--- src/hw/rtl/ogp_pkg.sv ---
`default_nettype none
package ogp_pkg;

	localparam int CORDIC_STAGES = 18;

	localparam int DEG_W = 27;
	localparam int ANG_W = 32;
	localparam int XY_W = 34;
	localparam int ZM_W = 29;
	localparam int DIM_W = 14;
	localparam int TX_W = 40;
	localparam int POS_W = 56;
	localparam int LAT_W = 24;
	localparam int LON_W = 25;

	localparam int CFG_IDX_W = 3;
	localparam int CFG_DATA_W = 29;

	localparam logic signed [DEG_W-1:0] DEG90_Q16 = 27'sd5898240;
	localparam logic signed [DEG_W-1:0] DEG180_Q16 = 27'sd11796480;
	localparam logic signed [DEG_W-1:0] DEG360_Q16 = 27'sd23592960;
	localparam logic signed [LAT_W-1:0] LAT_LIMIT_Q16 = 24'sd5898240;
	localparam logic signed [XY_W-1:0] GAIN_Q30 = 34'sd652032874;
	localparam logic [ZM_W-1:0] ZOOM_MIN = 29'd13107;
	localparam logic [ZM_W-1:0] ZOOM_MAX = 29'd327680000;
	localparam longint RAD_Q24 = 64'sd961263669;

	typedef enum logic [CFG_IDX_W-1:0] {
		REG_CENTER_LON = 3'd0,
		REG_CENTER_LAT = 3'd1,
		REG_BEARING    = 3'd2,
		REG_ZOOM       = 3'd3,
		REG_WIDTH      = 3'd4,
		REG_HEIGHT     = 3'd5
	} cfg_reg_t;

	typedef struct packed {
		logic signed [ANG_W-1:0] ang;
		logic                    neg;
	} ang_t;

	typedef struct packed {
		logic signed [XY_W-1:0] sin;
		logic signed [XY_W-1:0] cos;
	} trig_t;

	typedef struct packed {
		logic [ZM_W-1:0]  zoom;
		logic [DIM_W-1:0] width;
		logic [DIM_W-1:0] height;
	} view_cfg_t;

	typedef struct packed {
		logic vld;
		logic ok;
	} ctl_t;

	function automatic logic signed [ANG_W-1:0] step_angle(input int i);
		longint a;
		case (i)
			0: a = 64'sd754974720;
			1: a = 64'sd445687602;
			2: a = 64'sd235489088;
			3: a = 64'sd119537938;
			4: a = 64'sd60000934;
			5: a = 64'sd30029717;
			6: a = 64'sd15018523;
			7: a = 64'sd7509720;
			8: a = 64'sd3754917;
			9: a = 64'sd1877466;
			default: a = (RAD_Q24 + (64'sd1 <<< (i - 1))) >>> i;
		endcase
		return ANG_W'(a);
	endfunction

	function automatic logic signed [XY_W-1:0] mul30(input logic signed [XY_W-1:0] a,
		input logic signed [XY_W-1:0] b);
		logic signed [2*XY_W-1:0] p;
		p = a * b + (2*XY_W)'(64'sd536870912);
		return XY_W'(p >>> 30);
	endfunction

endpackage
`default_nettype wire

--- src/hw/rtl/ogp_angle_prep.sv ---
`default_nettype none
module ogp_angle_prep (
	input  wire logic                                  clk,
	input  wire logic signed [ogp_pkg::DEG_W-1:0]      deg,
	output ogp_pkg::ang_t                              angle
);

	logic signed [ogp_pkg::DEG_W-1:0] red;
	logic signed [ogp_pkg::DEG_W-1:0] red_s1;
	logic signed [ogp_pkg::DEG_W-1:0] fold;
	logic                             neg;

	always_comb begin
		if (deg >= ogp_pkg::DEG180_Q16) begin
			red = deg - ogp_pkg::DEG360_Q16;
		end else if (deg < -ogp_pkg::DEG180_Q16) begin
			red = deg + ogp_pkg::DEG360_Q16;
		end else begin
			red = deg;
		end
	end

	always_comb begin
		if (red_s1 > ogp_pkg::DEG90_Q16) begin
			fold = red_s1 - ogp_pkg::DEG180_Q16;
			neg  = 1'b1;
		end else if (red_s1 < -ogp_pkg::DEG90_Q16) begin
			fold = red_s1 + ogp_pkg::DEG180_Q16;
			neg  = 1'b1;
		end else begin
			fold = red_s1;
			neg  = 1'b0;
		end
	end

	always_ff @(posedge clk) begin
		red_s1    <= red;
		angle.ang <= ogp_pkg::ANG_W'(fold) <<< 8;
		angle.neg <= neg;
	end

endmodule
`default_nettype wire

--- config.mk ---
export PLATFORM = sky130hd
export DESIGN_NAME = ogp_angle_prep
export DESIGN_NICKNAME = d
export VERILOG_FILES = /design/src/hw/rtl/ogp_pkg.sv /design/src/hw/rtl/ogp_angle_prep.sv
export SDC_FILE = /design/constraint.sdc
export NUM_CORES = 1
export LEC_CHECK = 0
export ABC_CLOCK_PERIOD_IN_PS = 3700
export BUFFER_PORTS_ARGS = -buffer_cell sky130_fd_sc_hd__clkbuf_2
export CAP_MARGIN = 20
export CORE_MARGIN = 5
export CORE_UTILIZATION = 54
export CTS_CLUSTER_SIZE = 20
export DETAILED_ROUTE_END_ITERATION = 8
export PLACE_DENSITY = 0.83
export SKIP_LAST_GASP = 1
export SYNTH_ARGS = -nofsm -noshare
export SYNTH_HDL_FRONTEND = slang
export SYNTH_SLANG_ARGS = --single-unit
--- constraint.sdc ---
create_clock -name clk -period 3.7 [get_ports clk]
set_clock_uncertainty 0.05 [all_clocks]
set_input_delay 0.37 -clock clk [delete_from_list [all_inputs] [get_ports clk]]
set_output_delay 0.37 -clock clk [all_outputs]
set_load 0.02 [all_outputs]
# After elaboration in Yosys (flattened, before gate mapping)
# Index checks and enable logic that the tools add are counted.
[totals] output_inout_bits=33 reg_bits=52 wordCells=16 input_bits=28
[classes] addsub=4 n_lt_le_gt_ge=4 n_mux=5
[op_table] cell="2-to-1 mux 27 bit" n=2
[op_table] cell="2-to-1 mux 24 bit" n=2
[op_table] cell="adder 27 x 26 -> 27 bit, second input constant" n=1
[op_table] cell=">= comparator 27 x 25 -> 1 bit, second input constant" n=1
[op_table] cell="> comparator 27 x 24 -> 1 bit, second input constant" n=1
[op_table] cell="less-than comparator 27 x 24 -> 1 bit, second input constant" n=1
[op_table] cell="less-than comparator 27 x 25 -> 1 bit, second input constant" n=1
[op_table] cell="subtractor 27 x 26 -> 27 bit, second input constant" n=1
[op_table] cell="adder 24 bit, second input constant" n=1
[op_table] cell="subtractor 24 bit, second input constant" n=1
[op_table] cell="2-to-1 mux 1 bit" n=1

# Depth between registers and ports, before layout
# Gate-level depths: netlist (run 1).
[depth] depth_word=3 depth_mapped=7

# Least setup slack after synthesis (run 1)
# OpenSTA, ideal clock, no wires.
[synth_timing] path_kind="input to register" start="input deg[19] (netlist bit)" end="register red_s1[20] (netlist bit)" path_slack_ns=1.899 path_buffers=0 cell_stages=7 arrival_ns=1.663 t_required_ns=3.562 path_cell_list="inv_1 ha_1 a21o_1 a21oi_1 o221a_4 mux2_4 a311oi_2"
[synth_via] elab_chain_cells=3 elab_cells_between_ends=6 cone_classes="2 x add/sub; 2 x order compare; 2 x mux"
[synth_rtl] item="from (decl)" line="ogp_angle_prep.sv:4" rtl="input wire logic signed [ogp_pkg::DEG_W-1:0] deg,"
[synth_rtl] item="adder 27 x 26 -> 27 bit or less-than comparator 27 x 25 -> 1 bit (tied branches)" line="ogp_angle_prep.sv:17, ogp_angle_prep.sv:16"
[synth_rtl] item="2-to-1 mux 27 bit" line="ogp_angle_prep.sv:16" rtl="end else if (deg < -ogp_pkg::DEG180_Q16) begin"
[synth_rtl] item="2-to-1 mux 27 bit (*)" line="ogp_angle_prep.sv:14" rtl="if (deg >= ogp_pkg::DEG180_Q16) begin"
[synth_rtl] item="named net red, one bit" line="ogp_angle_prep.sv:8" rtl="logic signed [ogp_pkg::DEG_W-1:0] red;"
[synth_rtl] item="to (signal assigned)" line="ogp_angle_prep.sv:37" rtl="red_s1 <= red;"
[synth_rtl] item="to (decl)" line="ogp_angle_prep.sv:9" rtl="logic signed [ogp_pkg::DEG_W-1:0] red_s1;"
# Mark *: on every way through the listed nets, which the timed path passes. The rest lies on a longest branch.
# A chain may end at the register's enable or synchronous reset.

# Worst setup path after layout (run 1)
[layout_timing] start="register red_s1[18] (netlist bit)" end="register angle[27] (netlist bit)"
[layout_via] elab_chain_cells=3 elab_cells_between_ends=6 cone_classes="2 x add/sub; 2 x order compare; 2 x mux"
[layout_rtl] item="adder 24 bit or less-than comparator 27 x 24 -> 1 bit (tied branches)" line="ogp_angle_prep.sv:28, ogp_angle_prep.sv:27"
[layout_rtl] item="2-to-1 mux 24 bit" line="ogp_angle_prep.sv:27" rtl="end else if (red_s1 < -ogp_pkg::DEG90_Q16) begin"
[layout_rtl] item="2-to-1 mux 24 bit (*)" line="ogp_angle_prep.sv:24" rtl="if (red_s1 > ogp_pkg::DEG90_Q16) begin"
[layout_rtl] item="named net fold, one bit" line="ogp_angle_prep.sv:10" rtl="logic signed [ogp_pkg::DEG_W-1:0] fold;"
[layout_rtl] item="to (decl)" line="ogp_angle_prep.sv:5" rtl="output ogp_pkg::ang_t angle"
# Marked as above.

==> results of run 1 <==
registers in the layout (all words and copies together) (netlist names):
name and flops:
angle 25, red_s1 27
placed cells by master, fill, tap and decap left out, types with 2 or more instances in the layout:
master and n:
sky130_fd_sc_hd__a211o_1 3, sky130_fd_sc_hd__o211a_1 2, sky130_fd_sc_hd__nor3_1 5, sky130_fd_sc_hd__o31ai_1 4, sky130_fd_sc_hd__nand2_1 10, sky130_fd_sc_hd__nor2_1 7
sky130_fd_sc_hd__clkbuf_8 5, sky130_fd_sc_hd__a211oi_2 3, sky130_fd_sc_hd__conb_1 8, sky130_fd_sc_hd__xor2_1 5, sky130_fd_sc_hd__nor4_1 4, sky130_fd_sc_hd__nor4bb_1 2
sky130_fd_sc_hd__and4_1 2, sky130_fd_sc_hd__dfxtp_1 52, sky130_fd_sc_hd__nor4b_1 2, sky130_fd_sc_hd__xnor2_1 6, sky130_fd_sc_hd__o32ai_2 3, sky130_fd_sc_hd__nand3_1 3
sky130_fd_sc_hd__clkbuf_2 52, sky130_fd_sc_hd__inv_1 9, sky130_fd_sc_hd__o211ai_1 3, sky130_fd_sc_hd__ha_1 7, sky130_fd_sc_hd__o21ai_1 3, sky130_fd_sc_hd__o21ai_0 3
sky130_fd_sc_hd__a21oi_1 6, sky130_fd_sc_hd__nand4_1 2
critical path, delay by kind of cell, from the launching register on:
| kind | cells | cell delay [ns] |
|---|---|---|
| AOI/OAI and AO/OA | 2 | 0.63 |
| and+or+nand+nor | 2 | 0.43 |
| DFF | 1 | 0.38 |
| adders and majority gates | 1 | 0.17 |
| buffers and inverters | 1 | 0.16 |
| xor gates and xnor gates | 1 | 0.16 |
cell families (layout without fill, tap and decap cells):
logic type      after synthesis  after routing
flops                        52             52
simple gates                 43             43
compound gates               40             40
buf+inv                      23             70
xor+xnor                     11             11
fa+ha+maj                     7              7
mux                           2              2
other cells                   1              8
final timing paths:
kind	startpoint	end	slack, ns	depth (start not counted)
worst max register to register	red_s1[18]	angle[27]	1.60	7
worst min-delay path	deg[2]	red_s1[2]	0.13	1
worst max-delay path	red_s1[18]	angle[27]	1.60	7
worst min register to register	red_s1[7]	angle[16]	0.30	0
layout make-up:
type                            instances  area (um^2)  share of cell area
Timing Repair Buffer                   52        260.3              0.1104
Clock buffer                            6        72.57             0.03079
Sequential cell                        52         1041              0.4416
Multi-Input combinational cell        111        847.1              0.3593
Tap cell                               48        60.06             0.02548
Inverter                               10        37.54             0.01592
Clock inverter                          2        38.79             0.01645
through the flow:
step | hold slack [ns] | cells | utilization | setup WS [ns]
after floorplan | 0.2811 | 186 | - | 1.899
after global placement | 0.2833 | 273 | 0.6228 | 1.596
after detailed placement | 0.2863 | 273 | 0.6228 | 1.569
after CTS | 0.1247 | 281 | 0.6537 | 1.610
after global routing | 0.1201 | 281 | 0.6537 | 1.389
final | 0.1337 | 281 | 0.6537 | 1.599
metal layers:
layer,track usage,vias to the layer above,routed length [um]
met5,0,-,0
met4,0.07307,0,47
met3,0.04119,5,252
met2,0.2925,55,2065
met1,0.1954,675,1596
li1,-,735,-
power by group through the flow:
stage,Clock [mW],Sequential [mW],Combinational [mW]
5_1_grt,0.415,0.662,0.243
4_1_cts,0.385,0.652,0.223
6_report,0.377,0.652,0.222
2_1_floorplan,0,0.695,0.122
3_3_place_gp,0,0.662,0.219
3_5_place_dp,0,0.665,0.223
==> metrics.txt, run 1 <==
# TYPE chip_impl_metric gauge
chip_impl_metric{name="post_synth_and_or_nand_nor_area_fraction",unit=""} 0.1313
chip_impl_metric{name="cts_buffers",unit=""} 5
chip_impl_info{name="run_status",value="completed"} 1
chip_impl_metric{name="dieArea",unit="um^2"} 5003
chip_impl_info{name="synth.most_common_cell",value="sky130_fd_sc_hd__dfxtp_1"} 1
chip_impl_metric{name="gr-usage-all-layers",unit=""} 0.1681
chip_impl_metric{name="sequential_area_share_after_synthesis",unit=""} 0.5226
chip_impl_metric{name="sequentialPowerShare",unit=""} 0.521
chip_impl_info{name="yosysTopAreaCell",value="sky130_fd_sc_hd__dfxtp_1"} 1
chip_impl_metric{name="pwr-share-comb",unit=""} 0.177
chip_impl_metric{name="static_power_due_to_leakage",unit="nW"} 1.073
chip_impl_metric{name="clkTransAtPathRegs",unit="ns"} 0.08
chip_impl_metric{name="grt_first_pass_wirelength",unit="um"} 6699
chip_impl_metric{name="cts_num_sinks",unit=""} 52
chip_impl_metric{name="worst_margin_pin_slew",unit="ns"} 0.5866
chip_impl_metric{name="p_sw_frac",unit=""} 0.2739
chip_impl_metric{name="synth.distinct_cells",unit=""} 47
chip_impl_metric{name="final_nets",unit=""} 267
chip_impl_info{name="worst_hold_path_type",value="in2reg"} 1
chip_impl_metric{name="fin_crit_sh",unit=""} 0.5678
chip_impl_metric{name="gr-total-overflow",unit=""} 0
chip_impl_metric{name="cp_data_required_time",unit="ns"} 3.84
chip_impl_info{name="crit_path_cell_trace",value="inv_1 -> ha_1 -> nor4bb_1 -> nand4_1 -> o2bb2ai_1 -> a21oi_1 -> xnor2_1"} 1
chip_impl_metric{name="net-switching-power",unit="uW"} 342.6
chip_impl_metric{name="post_cts_resize_count",unit=""} 0
chip_impl_info{name="worstSetupEndpointType",value="register"} 1
chip_impl_metric{name="num_vias",unit=""} 1470
chip_impl_metric{name="fin_total_pwr",unit="mW"} 1.251
chip_impl_info{name="rsz0062_at_grt",value="false"} 1
chip_impl_metric{name="detail_route.wl_per_cell",unit="um"} 14.10
chip_impl_metric{name="achievable_freq",unit="GHz"} 0.4760
chip_impl_metric{name="drt_wl_total",unit="um"} 3961
chip_impl_metric{name="ant_nets",unit=""} 0
chip_impl_metric{name="final-hold-violation-count",unit=""} 0
chip_impl_metric{name="drt_first_pass_iters",unit=""} 4
chip_impl_metric{name="yosys.area_share.xor_xnor",unit=""} 0.04837
chip_impl_metric{name="fp-row-count",unit=""} 22
chip_impl_metric{name="layout.cell_area.non_filler",unit="um^2"} 2357
chip_impl_metric{name="dp_hpwl",unit="um"} 3135
chip_impl_metric{name="synth_top_cell_area_share",unit=""} 0.5226
chip_impl_metric{name="postSynthRegisterBits",unit=""} 52
chip_impl_metric{name="post_cts_hold_buffer_count",unit=""} 0
chip_impl_metric{name="synth_async_sr_flop_share",unit=""} 0
chip_impl_metric{name="last_weighted_congestion_value_of_the_routability_driven_placer",unit=""} 0.9370
chip_impl_metric{name="n_fill_cell",unit=""} 319
chip_impl_metric{name="postSynthAreaPerCell",unit="um^2"} 11.13
chip_impl_metric{name="peakVddDrop",unit="mV"} 0.1905
chip_impl_metric{name="power.share.clock",unit=""} 0.302
chip_impl_metric{name="coreArea",unit="um^2"} 3606
chip_impl_metric{name="grt_pass1_vias",unit=""} 1446
chip_impl_metric{name="max-slew-margin-rel",unit=""} 0.6089
chip_impl_info{name="setup.worst_path.start_class",value="register"} 1
chip_impl_metric{name="cts.repair_timing.setup_buffer_count",unit=""} 0
chip_impl_metric{name="io-pin-count",unit=""} 61
chip_impl_metric{name="remaining_drc_errors",unit=""} 0
chip_impl_metric{name="die_w",unit="um"} 70.74
chip_impl_metric{name="post_route_cells_drive_above_1_share",unit=""} 0.3090
chip_impl_metric{name="setup_total_negative_slack",unit="ns"} 0
chip_impl_metric{name="antennaDiodeCount",unit=""} 0
chip_impl_metric{name="report.final.slew_viol_count",unit=""} 0
chip_impl_metric{name="synthToLayoutAreaGrowth",unit="%"} 18.34
chip_impl_info{name="leading_register_cell_type_out_of_synthesis",value="sky130_fd_sc_hd__dfxtp_1"} 1
chip_impl_metric{name="yosysWarningCount",unit=""} 0
chip_impl_metric{name="finalCriticalPeriod",unit="ns"} 2.101
chip_impl_metric{name="route.detailed.vias_per_inst",unit=""} 5.231
chip_impl_info{name="synth_commonest_cells",value="sky130_fd_sc_hd__dfxtp_1, sky130_fd_sc_hd__nand2_1, sky130_fd_sc_hd__buf_4, sky130_fd_sc_hd__inv_1"} 1
chip_impl_info{name="tritoncts",value="yes"} 1
chip_impl_metric{name="max-clock-path-buffers",unit=""} 2
chip_impl_info{name="dominant_combinational_cell_family_by_area_after_synthesis",value="compound AO/OA/AOI/OAI gates"} 1
chip_impl_metric{name="number_of_flops_mapped_to_enable_cells_by_yosys",unit=""} 0
chip_impl_metric{name="synth_compound_area_frac",unit=""} 0.1740
chip_impl_metric{name="drt-initial-drc-count",unit=""} 79
chip_impl_metric{name="syn-instance-count",unit=""} 179
chip_impl_metric{name="critPathMaxFanout",unit=""} 7
chip_impl_metric{name="starting_density",unit=""} 0.5524
chip_impl_info{name="cts-root-buf",value="sky130_fd_sc_hd__clkbuf_8"} 1
chip_impl_metric{name="clkLatencyLatePin",unit="ns"} 0.30
chip_impl_metric{name="pin_count_of_the_biggest_net_entering_global_routing",unit=""} 17
chip_impl_metric{name="setup_viol_count_final",unit=""} 0
chip_impl_metric{name="worstPathArrival",unit="ns"} 2.24
chip_impl_metric{name="cell_internal_pwr",unit="uW"} 908.2
chip_impl_metric{name="h_tree_levels",unit=""} 2
chip_impl_metric{name="place.port_buffers",unit=""} 52
chip_impl_metric{name="antenna_violations_before_repair",unit=""} 0
chip_impl_metric{name="power_per_cell_area",unit="nW/um^2"} 530.6
chip_impl_info{name="slowest_stage",value="sky130_fd_sc_hd__o2bb2ai_1"} 1
chip_impl_metric{name="chipHeight",unit="um"} 70.74
chip_impl_metric{name="synth-adder-area-share",unit=""} 0.04397
chip_impl_info{name="critical_path_class",value="reg2reg"} 1
chip_impl_metric{name="dpl-instance-area",unit="um^2"} 2246
chip_impl_metric{name="netlist_area",unit="um^2"} 1992
chip_impl_info{name="netlist_top_cells_area",value="sky130_fd_sc_hd__dfxtp_1, sky130_fd_sc_hd__ha_1, sky130_fd_sc_hd__buf_4, sky130_fd_sc_hd__xnor2_1, sky130_fd_sc_hd__o32ai_2"} 1
chip_impl_metric{name="max_stage_delay",unit="ns"} 0.42
chip_impl_metric{name="synth.mux.area_fraction",unit=""} 0.01256
chip_impl_metric{name="timing.max_cap.violations",unit=""} 0
Note: power is estimated with default switching activity, not from simulation.
==> inputs of run 2 (changes only) <==
--- a/config.mk
+++ b/config.mk
@@ -5,14 +5,14 @@
 export SDC_FILE = /design/constraint.sdc
 export NUM_CORES = 1
 export LEC_CHECK = 0
-export ABC_CLOCK_PERIOD_IN_PS = 3700
+export ABC_CLOCK_PERIOD_IN_PS = 2000
 export BUFFER_PORTS_ARGS = -buffer_cell sky130_fd_sc_hd__clkbuf_2
 export CAP_MARGIN = 20
 export CORE_MARGIN = 5
-export CORE_UTILIZATION = 54
+export CORE_UTILIZATION = 50
 export CTS_CLUSTER_SIZE = 20
 export DETAILED_ROUTE_END_ITERATION = 8
-export PLACE_DENSITY = 0.83
+export PLACE_DENSITY = 0.78
 export SKIP_LAST_GASP = 1
 export SYNTH_ARGS = -nofsm -noshare
 export SYNTH_HDL_FRONTEND = slang
==> constraint.sdc (replaced) <==
create_clock -name clk -period 2 [get_ports clk]
set_clock_uncertainty 0.05 [all_clocks]
set_input_delay 0.2 -clock clk [delete_from_list [all_inputs] [get_ports clk]]
set_output_delay 0.2 -clock clk [all_outputs]
set_load 0.02 [all_outputs]
==> run 2 against run 1 <==
Sequential cell count unchanged. Sequential share of layout area decreased by 3.9 points. Largest cell class unchanged. Critical path depth unchanged. Total power increased by 89%. Cell area increased by 9.8%.
==> metrics.txt, run 2 (synthesized netlist as in run 1, its figures left out) <==
# TYPE chip_impl_metric gauge
chip_impl_info{name="run_status",value="completed"} 1
chip_impl_info{name="cpLargestDelayFamily",value="buffers and inverters"} 1
chip_impl_metric{name="pin_count_of_the_biggest_net_entering_global_routing",unit=""} 18
chip_impl_metric{name="io-pin-count",unit=""} 61
chip_impl_metric{name="die_w",unit="um"} 73.12
chip_impl_info{name="setup.worst_path.start_class",value="input pin"} 1
chip_impl_info{name="final_common_cell",value="sky130_fd_sc_hd__dfxtp_1"} 1
chip_impl_metric{name="worst-r2r-setup-slack",unit="ns"} 0.19
chip_impl_metric{name="post_route_cells_drive_above_1_share",unit=""} 0.3150
chip_impl_metric{name="dieArea",unit="um^2"} 5346
chip_impl_metric{name="holdPathStages",unit=""} 1
chip_impl_metric{name="critPathMaxFanout",unit=""} 8
chip_impl_info{name="slowest_stage",value="sky130_fd_sc_hd__dlygate4sd3_1"} 1
chip_impl_metric{name="timing.final.ws_setup",unit="ns"} 0.05526
chip_impl_info{name="rsz0062_at_grt",value="true"} 1
chip_impl_metric{name="fp-row-count",unit=""} 23
chip_impl_info{name="r2r_start",value="red_s1[19]"} 1
chip_impl_metric{name="peakVddDrop",unit="mV"} 0.4461
chip_impl_metric{name="detail_route.wl_per_cell",unit="um"} 13.86
chip_impl_metric{name="starting_density",unit=""} 0.5052
chip_impl_metric{name="num_vias",unit=""} 1550
chip_impl_info{name="r2r_end",value="angle[27]"} 1
chip_impl_metric{name="cell_internal_pwr",unit="mW"} 1.710
chip_impl_metric{name="final-hold-violation-count",unit=""} 0
chip_impl_metric{name="grt_pass1_vias",unit=""} 1541
chip_impl_metric{name="place.port_buffers",unit=""} 52
chip_impl_metric{name="dpl_worst_slack",unit="ns"} 0.1325
chip_impl_metric{name="largest_reg_flops",unit=""} 27
chip_impl_info{name="cts-root-buf",value="sky130_fd_sc_hd__clkbuf_8"} 1
chip_impl_metric{name="antennaDiodeCount",unit=""} 0
chip_impl_metric{name="drt_wl_total",unit="um"} 4214
chip_impl_info{name="hold_path.startpoint",value="deg[18]"} 1
chip_impl_metric{name="final_nets",unit=""} 288
chip_impl_metric{name="setup_total_negative_slack",unit="ns"} 0
chip_impl_metric{name="worstPathArrival",unit="ns"} 2.12
chip_impl_metric{name="max-clock-path-buffers",unit=""} 2
chip_impl_metric{name="clkTransAtPathRegs",unit="ns"} 0.09
chip_impl_info{name="tritoncts",value="yes"} 1
chip_impl_metric{name="gr-usage-all-layers",unit=""} 0.1642
chip_impl_metric{name="antenna_violations_before_repair",unit=""} 0
chip_impl_metric{name="h_tree_levels",unit=""} 2
chip_impl_metric{name="route.detailed.vias_per_inst",unit=""} 5.099
chip_impl_metric{name="drt_first_pass_iters",unit=""} 4
chip_impl_metric{name="chipHeight",unit="um"} 73.12
chip_impl_metric{name="grt_first_pass_wirelength",unit="um"} 6831
chip_impl_metric{name="remaining_drc_errors",unit=""} 0
chip_impl_metric{name="cts.repair_timing.setup_buffer_count",unit=""} 0
chip_impl_info{name="worst_hold_path_type",value="in2reg"} 1
chip_impl_metric{name="static_power_due_to_leakage",unit="nW"} 1.163
chip_impl_metric{name="setup_viol_count_final",unit=""} 0
chip_impl_metric{name="pwr-share-comb",unit=""} 0.189
chip_impl_metric{name="drt-initial-drc-count",unit=""} 99
chip_impl_metric{name="p_sw_frac",unit=""} 0.2783
chip_impl_metric{name="gr-total-overflow",unit=""} 0
chip_impl_metric{name="achievable_freq",unit="GHz"} 0.5142
chip_impl_metric{name="coreArea",unit="um^2"} 3943
chip_impl_info{name="worstSetupEndpointType",value="register"} 1
chip_impl_metric{name="ant_nets",unit=""} 0
chip_impl_info{name="commonest_non_fill_non_tap_cells_in_the_layout",value="sky130_fd_sc_hd__dfxtp_1, sky130_fd_sc_hd__clkbuf_2, sky130_fd_sc_hd__dlygate4sd3_1"} 1
chip_impl_metric{name="synthToLayoutAreaGrowth",unit="%"} 29.90
chip_impl_metric{name="finalNonFillerCells",unit=""} 304
chip_impl_metric{name="last_weighted_congestion_value_of_the_routability_driven_placer",unit=""} 0.8817
chip_impl_metric{name="power.share.clock",unit=""} 0.302
chip_impl_metric{name="cp_data_required_time",unit="ns"} 2.17
chip_impl_metric{name="place_inst",unit=""} 279
chip_impl_info{name="crit_path_cell_trace",value="dlygate4sd3_1 -> clkbuf_2 -> nor4_2 -> nand4_1 -> o221a_4 -> mux2_4 -> a311oi_2"} 1
chip_impl_metric{name="clkLatencyLatePin",unit="ns"} 0.31
chip_impl_metric{name="max_stage_delay",unit="ns"} 0.54
chip_impl_metric{name="sequentialPowerShare",unit=""} 0.509
chip_impl_metric{name="timing.max_cap.violations",unit=""} 0
chip_impl_metric{name="power_per_cell_area",unit="nW/um^2"} 915.5
chip_impl_metric{name="dp_hpwl",unit="um"} 2971
chip_impl_metric{name="report.final.slew_viol_count",unit=""} 0
chip_impl_metric{name="cts_buffers",unit=""} 5
chip_impl_info{name="critical_path_class",value="in2reg"} 1
chip_impl_metric{name="cts_num_sinks",unit=""} 52
chip_impl_metric{name="net-switching-power",unit="uW"} 659.2
chip_impl_info{name="top_regs",value="red_s1 (27), angle (25)"} 1
chip_impl_metric{name="critical_path_buf_inv_count",unit=""} 2
chip_impl_info{name="max_flop_register",value="red_s1"} 1
chip_impl_metric{name="fin_crit_sh",unit=""} 0.9724
chip_impl_info{name="min_to",value="red_s1[18]"} 1
chip_impl_metric{name="fin_total_pwr",unit="mW"} 2.369
chip_impl_metric{name="r2r_cells",unit=""} 7
chip_impl_metric{name="finalCriticalPeriod",unit="ns"} 1.945
chip_impl_metric{name="holdWs",unit="ns"} 0.02361
## run 2: cell types whose count changed in the layout (fill, tap and decap cells not counted), sizes merged
| cell | delta |
|---|---|
| clkinvlp | +1 |
| clkbuf | -2 |
| dlygate4sd3 | +18 |
| buf | +4 |
## run 2: worst register-to-register path: stages, from the launching register on
cell and delay [ns]:
sky130_fd_sc_hd__dfxtp_1 0.47, sky130_fd_sc_hd__ha_1 0.19, sky130_fd_sc_hd__nor4bb_2 0.28, sky130_fd_sc_hd__nand4_1 0.14
sky130_fd_sc_hd__o2bb2ai_1 0.16, sky130_fd_sc_hd__buf_4 0.16, sky130_fd_sc_hd__a21oi_1 0.12, sky130_fd_sc_hd__xnor2_1 0.14
## run 2: area by class of cell
type	instances	area (um^2)
clock buffer	5	68.82
clock inverter	3	46.29
sequential	52	1041
fill	290	1355
inverter	10	37.54
tap	50	62.56
multi-input combinational	111	865.8
timing repair buffer	73	465.4
## run 2: per-layer routing
metal / up-vias / part of all wire / GRT usage
met3: 6 / 0.071 / 0.03719
li1: 776 / - / -
met4: 0 / 0.016 / 0.06557
met1: 719 / 0.41 / 0.1863
met5: - / 0 / 0
met2: 49 / 0.50 / 0.2939
## run 2: repair_timing
action                                  4_1_cts  5_1_grt
endpoints found under the setup margin        0        9
gates resized for setup                       0        4
hold endpoints to repair                     18        0
hold buffers                                 18        0
## run 2: stage by stage
step	utilization	instance area, um^2
6_report	0.6563	2587
5_1_grt	0.6563	2587
4_1_cts	0.6528	2574
3_5_place_dp	0.5779	2278
3_3_place_gp	0.5779	2278
2_1_floorplan	-	2018
## run 2: how the worst max path moves through the flow
stage / depth (start not counted) / slack (ns) / startpoint / to
CTS: 7 / 0.01 / deg[11] / red_s1[20]
floorplan: 7 / 0.28 / red_s1[18] / angle[27]
detailed placement: 8 / 0.13 / red_s1[18] / angle[27]
global route: 7 / -0.03 / deg[16] / red_s1[20]
global placement: 8 / 0.17 / red_s1[18] / angle[27]
finish: 7 / 0.06 / deg[16] / red_s1[20]
## run 2: power groups by stage
stage	Clock, mW	Combinational [mW]	Sequential [mW]
global route	0.777	0.490	1.22
finish	0.715	0.449	1.21
CTS	0.721	0.446	1.20
detailed placement	0	0.417	1.23
global placement	0	0.414	1.22
floorplan	0	0.226	1.29
==> inputs of run 3 (changes only) <==
--- a/config.mk
+++ b/config.mk
@@ -5,14 +5,15 @@
 export SDC_FILE = /design/constraint.sdc
 export NUM_CORES = 1
 export LEC_CHECK = 0
+export ABC_AREA = 1
 export ABC_CLOCK_PERIOD_IN_PS = 2000
 export BUFFER_PORTS_ARGS = -buffer_cell sky130_fd_sc_hd__clkbuf_2
 export CAP_MARGIN = 20
 export CORE_MARGIN = 5
-export CORE_UTILIZATION = 50
+export CORE_UTILIZATION = 52
 export CTS_CLUSTER_SIZE = 20
 export DETAILED_ROUTE_END_ITERATION = 8
-export PLACE_DENSITY = 0.78
+export PLACE_DENSITY = 0.79
 export SKIP_LAST_GASP = 1
 export SYNTH_ARGS = -nofsm -noshare
 export SYNTH_HDL_FRONTEND = slang
==> run 3 against run 2 <==
Wire length increased by 13%. Critical endpoint is now red_s1[24]. Combinational power up 18%. Clock power increased by 2%. Global-route usage rose by 0.51 points. Critical path type unchanged. Largest cell class is now multi-input combinational cells. Clock-buffer cell count did not move.
==> metrics.txt, run 3 <==
# TYPE chip_impl_metric gauge
chip_impl_metric{name="layout.cell_area.non_filler",unit="um^2"} 2912
chip_impl_metric{name="net-switching-power",unit="uW"} 728.9
chip_impl_metric{name="synthToLayoutAreaGrowth",unit="%"} 23.06
chip_impl_metric{name="grt_first_pass_wirelength",unit="um"} 8583
chip_impl_info{name="max_flop_register",value="red_s1"} 1
chip_impl_metric{name="setup_total_negative_slack",unit="ns"} 0
chip_impl_info{name="crit_path_cell_trace",value="dlygate4sd3_1 -> clkbuf_2 -> nor2_1 -> nand2_1 -> nor2_1 -> nand3_1 -> nand2_2 -> nand2_2 -> nand2_1 -> nand2_1"} 1
chip_impl_metric{name="postSynthAreaPerCell",unit="um^2"} 7.707
chip_impl_metric{name="synth.distinct_cells",unit=""} 32
chip_impl_info{name="commonest_non_fill_non_tap_cells_in_the_layout",value="sky130_fd_sc_hd__nand2_1, sky130_fd_sc_hd__dfxtp_1, sky130_fd_sc_hd__clkbuf_2"} 1
chip_impl_metric{name="sequentialPowerShare",unit=""} 0.487
chip_impl_metric{name="cts.repair_timing.setup_buffer_count",unit=""} 0
chip_impl_metric{name="coreArea",unit="um^2"} 4384
chip_impl_info{name="synth_commonest_cells",value="sky130_fd_sc_hd__nand2_1, sky130_fd_sc_hd__dfxtp_1, sky130_fd_sc_hd__nand3_1"} 1
chip_impl_metric{name="timing.max_cap.violations",unit=""} 0
chip_impl_metric{name="grt_pass1_vias",unit=""} 1949
chip_impl_metric{name="antennaDiodeCount",unit=""} 0
chip_impl_info{name="rsz0062_at_grt",value="false"} 1
chip_impl_info{name="final_common_cell",value="sky130_fd_sc_hd__nand2_1"} 1
chip_impl_metric{name="synth_async_sr_flop_share",unit=""} 0
chip_impl_metric{name="worstPathArrival",unit="ns"} 1.76
chip_impl_info{name="leading_register_cell_type_out_of_synthesis",value="sky130_fd_sc_hd__dfxtp_1"} 1
chip_impl_metric{name="clkTransAtPathRegs",unit="ns"} 0.09
chip_impl_info{name="worst_hold_path_type",value="in2reg"} 1
chip_impl_metric{name="yosysWarningCount",unit=""} 0
chip_impl_metric{name="peakVddDrop",unit="mV"} 0.5371
chip_impl_metric{name="report.final.slew_viol_count",unit=""} 0
chip_impl_info{name="cts-root-buf",value="sky130_fd_sc_hd__clkbuf_8"} 1
chip_impl_info{name="tritoncts",value="yes"} 1
chip_impl_metric{name="yosys.area_share.xor_xnor",unit=""} 0.03332
chip_impl_info{name="top_regs",value="red_s1 (27), angle (25)"} 1
chip_impl_metric{name="dpl-instance-area",unit="um^2"} 2603
chip_impl_metric{name="die_w",unit="um"} 77.46
chip_impl_metric{name="drt_first_pass_iters",unit=""} 4
chip_impl_info{name="synth.most_common_cell",value="sky130_fd_sc_hd__nand2_1"} 1
chip_impl_metric{name="place.port_buffers",unit=""} 52
chip_impl_metric{name="r2r_cells",unit=""} 6
chip_impl_metric{name="power_per_cell_area",unit="nW/um^2"} 840.6
chip_impl_metric{name="p_sw_frac",unit=""} 0.2978
chip_impl_metric{name="pin_count_of_the_biggest_net_entering_global_routing",unit=""} 19
chip_impl_metric{name="fp-row-count",unit=""} 24
chip_impl_metric{name="chipHeight",unit="um"} 77.46
chip_impl_metric{name="ant_nets",unit=""} 0
chip_impl_metric{name="detail_route.wl_per_cell",unit="um"} 11.09
chip_impl_info{name="slowest_stage",value="sky130_fd_sc_hd__dlygate4sd3_1"} 1
chip_impl_metric{name="power.share.clock",unit=""} 0.297
chip_impl_metric{name="fin_crit_sh",unit=""} 0.8057
chip_impl_info{name="worstSetupEndpointType",value="register"} 1
chip_impl_metric{name="io-pin-count",unit=""} 61
chip_impl_metric{name="antenna_violations_before_repair",unit=""} 0
chip_impl_metric{name="drt-initial-drc-count",unit=""} 83
chip_impl_info{name="dominant_combinational_cell_family_by_area_after_synthesis",value="simple AND/OR/NAND/NOR gates"} 1
chip_impl_metric{name="starting_density",unit=""} 0.5397
chip_impl_metric{name="post_cts_resize_count",unit=""} 0
chip_impl_info{name="yosysTopAreaCell",value="sky130_fd_sc_hd__dfxtp_1"} 1
chip_impl_metric{name="critPathMaxFanout",unit=""} 8
chip_impl_info{name="setup.worst_path.start_class",value="input pin"} 1
chip_impl_metric{name="gr-total-overflow",unit=""} 0
chip_impl_metric{name="num_vias",unit=""} 2044
chip_impl_metric{name="static_power_due_to_leakage",unit="nW"} 1.495
chip_impl_metric{name="remaining_drc_errors",unit=""} 0
chip_impl_metric{name="h_tree_levels",unit=""} 2
chip_impl_metric{name="synth.mux.area_fraction",unit=""} 0
chip_impl_metric{name="dieArea",unit="um^2"} 5999
chip_impl_metric{name="netlist_area",unit="um^2"} 2366
chip_impl_metric{name="max-clock-path-buffers",unit=""} 2
chip_impl_metric{name="pwr-share-comb",unit=""} 0.216
chip_impl_metric{name="finalCriticalPeriod",unit="ns"} 1.611
chip_impl_metric{name="number_of_flops_mapped_to_enable_cells_by_yosys",unit=""} 0
chip_impl_metric{name="final-hold-violation-count",unit=""} 0
chip_impl_metric{name="drt_wl_total",unit="um"} 4767
chip_impl_metric{name="synth_top_cell_area_share",unit=""} 0.4400
chip_impl_metric{name="postSynthRegisterBits",unit=""} 52
chip_impl_metric{name="sequential_area_share_after_synthesis",unit=""} 0.4400
chip_impl_info{name="run_status",value="completed"} 1
chip_impl_metric{name="cell_internal_pwr",unit="mW"} 1.718
chip_impl_metric{name="holdPathStages",unit=""} 4
chip_impl_metric{name="cts_num_sinks",unit=""} 52
chip_impl_info{name="critical_path.most_common_cell",value="sky130_fd_sc_hd__nand2_1"} 1
chip_impl_metric{name="post_synth_and_or_nand_nor_area_fraction",unit=""} 0.3744
chip_impl_metric{name="max_stage_delay",unit="ns"} 0.56
chip_impl_metric{name="last_weighted_congestion_value_of_the_routability_driven_placer",unit=""} 0.9042
chip_impl_metric{name="cts_buffers",unit=""} 5
chip_impl_metric{name="synth-adder-area-share",unit=""} 0.03702
chip_impl_metric{name="cp_data_required_time",unit="ns"} 2.15
chip_impl_metric{name="largest_reg_flops",unit=""} 27
chip_impl_metric{name="achievable_freq",unit="GHz"} 0.6206
chip_impl_metric{name="clkLatencyLatePin",unit="ns"} 0.30
chip_impl_metric{name="final_nets",unit=""} 412
chip_impl_metric{name="route.detailed.vias_per_inst",unit=""} 4.753
chip_impl_metric{name="synth_compound_area_frac",unit=""} 0.02697
chip_impl_info{name="netlist_top_cells_area",value="sky130_fd_sc_hd__dfxtp_1, sky130_fd_sc_hd__nand2_1, sky130_fd_sc_hd__nand3_1, sky130_fd_sc_hd__nor2_1, sky130_fd_sc_hd__ha_1"} 1
chip_impl_metric{name="syn-instance-count",unit=""} 307
chip_impl_metric{name="fin_total_pwr",unit="mW"} 2.447
chip_impl_metric{name="post_route_cells_drive_above_1_share",unit=""} 0.2328
chip_impl_info{name="critical_path_class",value="in2reg"} 1
chip_impl_metric{name="dp_hpwl",unit="um"} 3539
chip_impl_metric{name="gr-usage-all-layers",unit=""} 0.1692
chip_impl_metric{name="setup_viol_count_final",unit=""} 0
-- run 3: cell count changes after synthesis, moves of 4 or more --
cell / change
sky130_fd_sc_hd__nand3_1: +33
sky130_fd_sc_hd__nand2_2: +6
sky130_fd_sc_hd__o31ai_1: -4
sky130_fd_sc_hd__nand2_4: +6
sky130_fd_sc_hd__nor4_1: -4
sky130_fd_sc_hd__inv_2: +6
sky130_fd_sc_hd__nand2_1: +94
sky130_fd_sc_hd__nor2_1: +18
-- run 3: cell type report --
type | count | area (um^2)
well taps | 52 | 65.06
inverters | 22 | 90.09
flip-flops and latches | 52 | 1041
repair buffers | 71 | 450.4
clock buffers | 5 | 68.82
fillers | 352 | 1473
multi-input cells | 225 | 1146
clock inverters | 3 | 50.05
-- run 3: metal layers --
layer  global-route usage  wire [um]  vias up
met5                    0          0        -
met4              0.06873        143        0
met3              0.03241        192       16
met2               0.2971       2361       52
met1               0.2016       2070      888
li1                     -          -     1088
-- run 3: kinds of logic after synthesis --
group / Yosys count
and+or+nand+nor: 191
other: 1
buffers and inverters: 37
AOI/OAI and AO/OA: 10
adders and majority gates: 7
DFF: 52
xor gates and xnor gates: 9
-- run 3: power groups by stage --
stage / Clock, mW / Sequential (mW) / Combinational, mW
global route: 0.805 / 1.20 / 0.597
global placement: 0 / 1.22 / 0.492
detailed placement: 0 / 1.22 / 0.496
floorplan: 0 / 1.26 / 0.339
CTS: 0.747 / 1.19 / 0.528
finish: 0.727 / 1.19 / 0.529
-- run 3: per-stage QoR --
stage / setup WS, ns / utilization / cells / hold slack [ns]
2_1_floorplan: 0.6632 / - / 314 / 0.1777
3_3_place_gp: 0.4536 / 0.5936 / 403 / 0.2682
3_5_place_dp: 0.4362 / 0.5936 / 403 / 0.2702
4_1_cts: 0.4140 / 0.6641 / 430 / 0.1927
5_1_grt: 0.2114 / 0.6641 / 430 / 0.2020
6_report: 0.3887 / 0.6641 / 430 / 0.2021
-- run 3: timing repair --
item                                    4_1_cts  5_1_grt
endpoints found under the setup margin        0        0
hold endpoints to repair                     19        0
hold buffers                                 19        0
-- run 3: worst paths after layout --
check        startpoint  slack (ns)         end
max             deg[15]        0.39  red_s1[24]
min             deg[25]        0.20  red_s1[25]
max reg2reg  red_s1[18]        0.41   angle[31]
min reg2reg   red_s1[8]        0.30   angle[17]
-- run 3: critical path, delay by kind of cell --
family | cells | cell delay [ns]
buffers and inverters | 2 | 0.69
AND/OR/NAND/NOR | 8 | 0.86
